<file path="src/design/argbblend_pkg.sv">
// ----------------------------------------------------------------------------
// argbblend_pkg
// Types, codes and per-pixel datapath functions for the ARGB8888-over-RGB565
// blend pipeline.
// ----------------------------------------------------------------------------
`default_nettype none

package argbblend_pkg;

   typedef struct packed {
      logic [31:0] src_pixel_a;
      logic [31:0] src_pixel_b;
      logic [15:0] dst_colour_a;
      logic [15:0] dst_colour_b;
      logic [7:0]  dst_alpha_pair;
   } req_type;

   typedef struct packed {
      logic [15:0] new_colour_a;
      logic [15:0] new_colour_b;
      logic [7:0]  new_alpha_pair;
   } rsp_type;

   typedef enum logic [1:0] {
      MODE_COPY = 2'd0,
      MODE_KEEP = 2'd1,
      MODE_MIX  = 2'd2
   } mode_type;

   localparam logic [7:0]  ALPHA_OPAQUE = 8'hff;
   localparam logic [7:0]  ALPHA_CLEAR  = 8'h00;
   localparam logic [3:0]  NIB_FULL     = 4'h7;
   localparam logic [4:0]  RB_FULL      = 5'h1f;
   localparam logic [5:0]  G_FULL       = 6'h3f;

   // decoded pixel, ready for the scale multiply
   typedef struct packed {
      mode_type    mode;
      logic [7:0]  scale;
      logic [7:0]  dst_r;
      logic [7:0]  dst_g;
      logic [7:0]  dst_b;
      logic [8:0]  dst_a;
      logic [31:0] src;
      logic [15:0] dst;
      logic [3:0]  nib;
   } dec_type;

   // scaled destination channels
   typedef struct packed {
      mode_type    mode;
      logic [15:0] prod_r;
      logic [15:0] prod_g;
      logic [15:0] prod_b;
      logic [16:0] prod_a;
      logic [31:0] src;
      logic [15:0] dst;
      logic [3:0]  nib;
   } prod_type;

   typedef struct packed {
      logic [15:0] colour;
      logic [3:0]  nib;
   } px_type;

   function automatic dec_type blend_decode(input logic [31:0] src, input logic [15:0] dst,
                                            input logic [3:0] nib);
      dec_type d;
      d.src   = src;
      d.dst   = dst;
      d.nib   = nib;
      d.scale = 8'(~src[31:24] + 8'd1);
      d.dst_r = {dst[15:11], 3'b000};
      d.dst_g = {dst[10:5], 2'b00};
      d.dst_b = {dst[4:0], 3'b000};
      d.dst_a = {nib, 5'b00000};
      if (src[31:24] == ALPHA_OPAQUE) begin
         d.mode = MODE_COPY;
      end else if (src[31:24] == ALPHA_CLEAR) begin
         d.mode = MODE_KEEP;
      end else begin
         d.mode = MODE_MIX;
      end
      return d;
   endfunction

   function automatic prod_type blend_scale(input dec_type d);
      prod_type p;
      p.mode   = d.mode;
      p.src    = d.src;
      p.dst    = d.dst;
      p.nib    = d.nib;
      p.prod_r = 16'(d.scale * d.dst_r);
      p.prod_g = 16'(d.scale * d.dst_g);
      p.prod_b = 16'(d.scale * d.dst_b);
      p.prod_a = 17'(d.scale * d.dst_a);
      return p;
   endfunction

   function automatic px_type blend_finish(input prod_type p);
      px_type     o;
      logic [8:0] sum_r;
      logic [8:0] sum_g;
      logic [8:0] sum_b;
      logic [9:0] sum_a;
      sum_r = {1'b0, p.prod_r[15:8]} + {1'b0, p.src[23:16]};
      sum_g = {1'b0, p.prod_g[15:8]} + {1'b0, p.src[15:8]};
      sum_b = {1'b0, p.prod_b[15:8]} + {1'b0, p.src[7:0]};
      sum_a = {1'b0, p.prod_a[16:8]} + {2'b00, p.src[31:24]};
      case (p.mode)
         MODE_COPY: begin
            o.colour = {p.src[23:19], p.src[15:10], p.src[7:3]};
            o.nib    = NIB_FULL;
         end
         MODE_KEEP: begin
            o.colour = p.dst;
            o.nib    = p.nib;
         end
         MODE_MIX: begin
            o.colour[15:11] = sum_r[8] ? RB_FULL : sum_r[7:3];
            o.colour[10:5]  = sum_g[8] ? G_FULL : sum_g[7:2];
            o.colour[4:0]   = sum_b[8] ? RB_FULL : sum_b[7:3];
            o.nib           = (sum_a[9:8] != 2'b00) ? NIB_FULL : {1'b0, sum_a[7:5]};
         end
         default: begin
            o.colour = p.dst;
            o.nib    = p.nib;
         end
      endcase
      return o;
   endfunction

endpackage

`default_nettype wire

</file>
<file path="src/design/argb_over_rgb565_a3_blend.sv">
// ----------------------------------------------------------------------------
// argb_over_rgb565_a3_blend
// Blends two ARGB8888 source pixels onto two RGB565 destination pixels that
// share one byte of 4-bit alpha nibbles.
// ----------------------------------------------------------------------------
// A request is taken on every clock where start is high; busy stays low, so
// one pixel pair enters per cycle. Each result appears on rsp_data with
// rsp_valid high for one cycle, in request order, after passing through the
// input register, the decode register, the channel multiply register and
// the saturate/output register.
`default_nettype none

module argb_over_rgb565_a3_blend (
   input  wire                     clock,
   input  wire                     reset,
   input  wire                     start,
   output logic                    busy,
   input  argbblend_pkg::req_type  req_data,
   output logic                    rsp_valid,
   output argbblend_pkg::rsp_type  rsp_data
);

   logic                      accept;
   logic                      in_valid_ff, dec_valid_ff, prod_valid_ff, out_valid_ff;
   argbblend_pkg::req_type    in_ff;
   argbblend_pkg::dec_type    dec_a_ff, dec_b_ff;
   argbblend_pkg::dec_type    dec_a_in, dec_b_in;
   argbblend_pkg::prod_type   prod_a_ff, prod_b_ff;
   argbblend_pkg::px_type     fin_a, fin_b;
   argbblend_pkg::rsp_type    out_ff, out_in;

   assign busy   = 1'b0;
   assign accept = start && !busy;

   always_comb begin
      dec_a_in = argbblend_pkg::blend_decode(in_ff.src_pixel_a, in_ff.dst_colour_a,
                                             in_ff.dst_alpha_pair[7:4]);
      dec_b_in = argbblend_pkg::blend_decode(in_ff.src_pixel_b, in_ff.dst_colour_b,
                                             in_ff.dst_alpha_pair[3:0]);
      fin_a    = argbblend_pkg::blend_finish(prod_a_ff);
      fin_b    = argbblend_pkg::blend_finish(prod_b_ff);
      out_in.new_colour_a   = fin_a.colour;
      out_in.new_colour_b   = fin_b.colour;
      out_in.new_alpha_pair = {fin_a.nib, fin_b.nib};
   end

   always_ff @(posedge clock) begin
      if (reset) begin
         in_valid_ff   <= 1'b0;
         dec_valid_ff  <= 1'b0;
         prod_valid_ff <= 1'b0;
         out_valid_ff  <= 1'b0;
      end else begin
         in_valid_ff   <= accept;
         dec_valid_ff  <= in_valid_ff;
         prod_valid_ff <= dec_valid_ff;
         out_valid_ff  <= prod_valid_ff;
      end
   end

   // payload stages
   always_ff @(posedge clock) begin
      if (accept) begin
         in_ff <= req_data;
      end
      if (in_valid_ff) begin
         dec_a_ff <= dec_a_in;
         dec_b_ff <= dec_b_in;
      end
      if (dec_valid_ff) begin
         prod_a_ff <= argbblend_pkg::blend_scale(dec_a_ff);
         prod_b_ff <= argbblend_pkg::blend_scale(dec_b_ff);
      end
      if (prod_valid_ff) begin
         out_ff <= out_in;
      end
   end

   assign rsp_valid = out_valid_ff;
   assign rsp_data  = out_ff;

   a_latency : assert property (@(posedge clock) disable iff (reset)
      accept |-> ##4 rsp_valid)
      else $error("request did not produce a response after four cycles");

   a_no_phantom : assert property (@(posedge clock) disable iff (reset)
      !accept |-> ##4 !rsp_valid)
      else $error("response without a matching request");

   a_opaque_nib : assert property (@(posedge clock) disable iff (reset)
      (prod_valid_ff && prod_a_ff.mode == argbblend_pkg::MODE_COPY)
         |=> (rsp_data.new_alpha_pair[7:4] == argbblend_pkg::NIB_FULL))
      else $error("opaque source did not give a full alpha nibble");

endmodule

`default_nettype wire

</file>
<file path="config.mk">
export PLATFORM = sky130hd
export DESIGN_NAME = argb_over_rgb565_a3_blend
export DESIGN_NICKNAME = d
export VERILOG_FILES = /design/src/design/argbblend_pkg.sv /design/src/design/argb_over_rgb565_a3_blend.sv
export SDC_FILE = /design/constraint.sdc
export NUM_CORES = 1
export LEC_CHECK = 0
export BUFFER_PORTS_ARGS = -buffer_cell sky130_fd_sc_hd__clkbuf_2
export CAP_MARGIN = 0
export CORE_MARGIN = 1
export CORE_UTILIZATION = 40
export DETAILED_ROUTE_END_ITERATION = 10
export PLACE_DENSITY_LB_ADDON = 0.2
export SLEW_MARGIN = 30
export SYNTH_ARGS = -nofsm -noshare
export SYNTH_HDL_FRONTEND = slang
export SYNTH_SLANG_ARGS = --single-unit
</file>
<file path="constraint.sdc">
create_clock -name clock -period 4.85 [get_ports clock]
set_input_delay 0.7275 -clock clock [delete_from_list [all_inputs] [get_ports clock]]
set_output_delay 0.7275 -clock clock [all_outputs]
set_load 0.02 [all_outputs]
</file>
==> reports/qor.yml <==
route:
  vias: 14553
  viasPerCell: 5.03
  drc: 0
  drt_iter0_markers: 839
  drt-total-wl_mm: 50.5
  wl_per_cell_um: 17.4
  final_antenna_net_count: 0
  firstDrtPassIters: 7
clock_network:
  htree_levels: 2
  cts_tree: "built"
  clk_latency_ns: 0.58
  root_buffer: "clkbuf_16"
  cts_made_buffers: 49
  post_cts.repair.setup_buffers: 0
  clock_sinks: 444
  clk_pin_slew_worst_paths_ns: 0.06
  cts_hold_buf: 0
  cts_resized: 0
  clk_path_buf_depth: 3
sta:
  report.final.slew_viol_count: 0
  setup_tns_ns: 0
  finClkSkew_ns: 0.0162
  fmax_mhz: 228
  worst_pin_slew_ns: 0.848
  hold_viol_final: 0
  maxSlewHeadroom: 0.435
  rsz0062_at_grt: "false"
  finalCritPeriodShare: 0.904
  finalCriticalPeriod_ns: 4.39
  setup_violations: 0
  setup_ws_ns: 0.464
layout:
  fill_cells: 5435
  seqCellArea_um2: 13300
  antenna_cells: 0
  layout-drive-gt1-share: 0.128
  syn_to_final_growth_pct: 13.8
  num-nets-final: 2529
  multi_input_area_um2: 10500
placement:
  place_hpwl_mm: 36.5
  place_congestion: 0.836
  dp_slack_ns: 0.491
  io_buffers: 147
floorplan:
  die_width_um: 251
  dieArea_um2: 63000
  initial_core_util: 0.408
  std_cell_rows: 90
  die_h_um: 251
  core-area_um2: 60800
  pin_count: 149
critical_path:
  critical_path_arrival_ns: 4.79
  required_ns: 5.26
  worstSetupPathType: "reg -> reg"
  critPathLaunchType: "register"
  cp_cell_sequence: "nand2_1 -> fa_1 -> fa_1 -> fa_1 -> inv_1 -> ha_1 -> a21o_1 -> a21oi_1 -> nor4b_2 -> nor3_1 -> or4_1 -> o2111ai_1"
  crit_family: "adder cells"
  crit_path_frequent_cell: "fa_1"
  max_stage_delay_ns: 0.70
  crit_path_top_delay_cell: "edfxtp_1"
  cp_max_fo: 20
  end_kind: "register"
  cp_num_buf_inv: 1
power_and_ir_drop:
  p_leak_nw: 11.8
  irDropWorstVdd_mv: 0.283
  powerDensity_nw_per_um2: 405
logic_synthesis:
  synthCells: 1895
  synth_edf_count: 440
  yosysWarnings: 0
  synth_mux_area_frac: 0.00126
  ys_seq_area_frac: 0.536
  synth_area_um2: 24800
  ys_types: 77
  synth_compound_area_frac: 0.0642
  synth_top_family_by_area: "adder cells"
  synth_xor_area_frac: 0.0290
  synth-main-ff-cell: "edfxtp_1"
  postSynth.asyncResetShare: 0
  syn-mean-instance-area_um2: 13.1
  yosys_register_bits: 444
  synthAdderAreaFrac: 0.215
  synth-simple-area-share: 0.116
  synth_nets: 2344
grt:
  grt_pass1_wl_mm: 81.0
  grt_max_degree: 69
  grt_overflow: 0
  grt_usage: 0.165
  antenna_found_initial: 2
  grt_pass1_vias: 14934
job:
  maxCapViolations: 0
outcome:
  status: "complete, no violations"
hold_path:
  hold_class: "in -> reg"
## cell usage after synthesis, types with 3 or more instances
master | n | area [um2]
o211ai_1 | 4 | 30.0
o21ba_1 | 4 | 40.0
clkbuf_1 | 36 | 135
a31o_2 | 4 | 35.0
xor2_1 | 33 | 289
a211oi_1 | 6 | 45.0
nor4_1 | 4 | 25.0
nand2_1 | 149 | 559
nand3_1 | 15 | 75.1
nor2_1 | 48 | 180
and2_1 | 200 | 1250
ha_1 | 202 | 2530
a211o_1 | 5 | 43.8
a21o_1 | 18 | 135
a21oi_1 | 60 | 300
and3_1 | 5 | 31.3
nand4_1 | 9 | 56.3
o22ai_1 | 29 | 181
fa_1 | 140 | 2800
dfxtp_1 | 4 | 80.1
or2_2 | 5 | 31.3
nor3_1 | 37 | 185
nor2b_1 | 20 | 125
or3_1 | 10 | 62.6
a21boi_0 | 3 | 22.5
a31oi_1 | 6 | 37.5
edfxtp_1 | 440 | 13200
o21ai_0 | 28 | 140
o21ba_2 | 6 | 60.1
inv_1 | 219 | 822
xnor2_1 | 49 | 429
a41oi_1 | 3 | 26.3
o31ai_1 | 6 | 45.0
o2111ai_1 | 3 | 26.3
o21a_1 | 14 | 105
and4_1 | 3 | 26.3
nor4b_1 | 3 | 26.3
o21bai_1 | 5 | 37.5
nand2b_1 | 10 | 62.6
or4_1 | 3 | 22.5
## where the power goes
part           internal (mW)  switching, mW  total, mW  leakage [nW]
registers               4.64          0.197       4.83          4.18
clock network           2.32           1.48       3.80         0.785
logic                   1.27           1.54       2.80          6.80
## sequential cells by signal, indices dropped and copies added, names as in the netlist
name,count
prod_a_ff,87
prod_b_ff,87
dec_a_ff,61
dec_b_ff,61
dec_a_in,52
dec_b_in,52
rsp_data,40
dec_valid_ff,1
in_valid_ff,1
prod_valid_ff,1
rsp_valid,1
## layout make-up
| type | count | area share |
|---|---|---|
| flip-flops and latches | 444 | 0.471 |
| multi-input cells | 1195 | 0.374 |
| clock buffers | 58 | 0.0446 |
| well taps | 782 | 0.0347 |
| repair buffers | 171 | 0.0337 |
| inverters | 219 | 0.0291 |
| clock inverters | 27 | 0.0129 |
## per-layer routing
metal | routed length, um | track usage
met1 | 24600 | 0.239
met2 | 22500 | 0.255
met3 | 2290 | 0.0293
met4 | 1160 | 0.0462
met5 | 0 | 0
## path summary, 6_finish.rpt
path	slack [ns]	to	start	cells after the start
hold reg to reg	0.41	dec_b_ff[15]	dec_b_in[15]	0
setup / recovery	0.46	prod_b_ff[116]	dec_b_ff[87]	12
setup reg to reg	0.46	prod_b_ff[116]	dec_b_ff[87]	12
hold / removal	0.32	dec_b_in[3]	req_data[3]	1
## cells by family after synthesis
group,Yosys count
other cells,1
xor+xnor,82
flops,444
compound gates,232
mux,3
simple gates,535
buf+inv,256
fa+ha+maj,342
## stage by stage
step,hold slack (ns),util,cell area (um2),instances,power (mW)
3_5_place_dp,0.405,0.437,26600,2811,7.75
6_report,0.319,0.464,28200,2896,11.4
2_1_floorplan,0.400,-,24800,1895,7.05
5_1_grt,0.290,0.464,28200,2896,12.2
4_1_cts,0.273,0.464,28200,2896,11.6
3_3_place_gp,0.401,0.437,26600,2810,7.67
## placed cells by master, fill, tap and decap left out, types with 6 or more instances in the layout
master     count
nor2b_1       20
nor2_1        48
a21oi_1       60
o22ai_1       29
clkbuf_1       9
clkbuf_2     146
o21a_1        14
edfxtp_1     440
clkinv_1       9
buf_4         23
xnor2_1       49
a21o_1        18
a31oi_1        6
nand3_1       15
o21ai_0       28
fa_1         140
ha_1         202
inv_1        219
clkbuf_16     49
nand2b_1      10
nand4_1        9
a211oi_1       6
nor3_1        37
and2_1       200
xor2_1        33
or3_1         10
o21ba_2        6
nand2_1      149
o31ai_1        6
bufinv_16      9
Note: power is estimated with default switching activity, not from simulation.
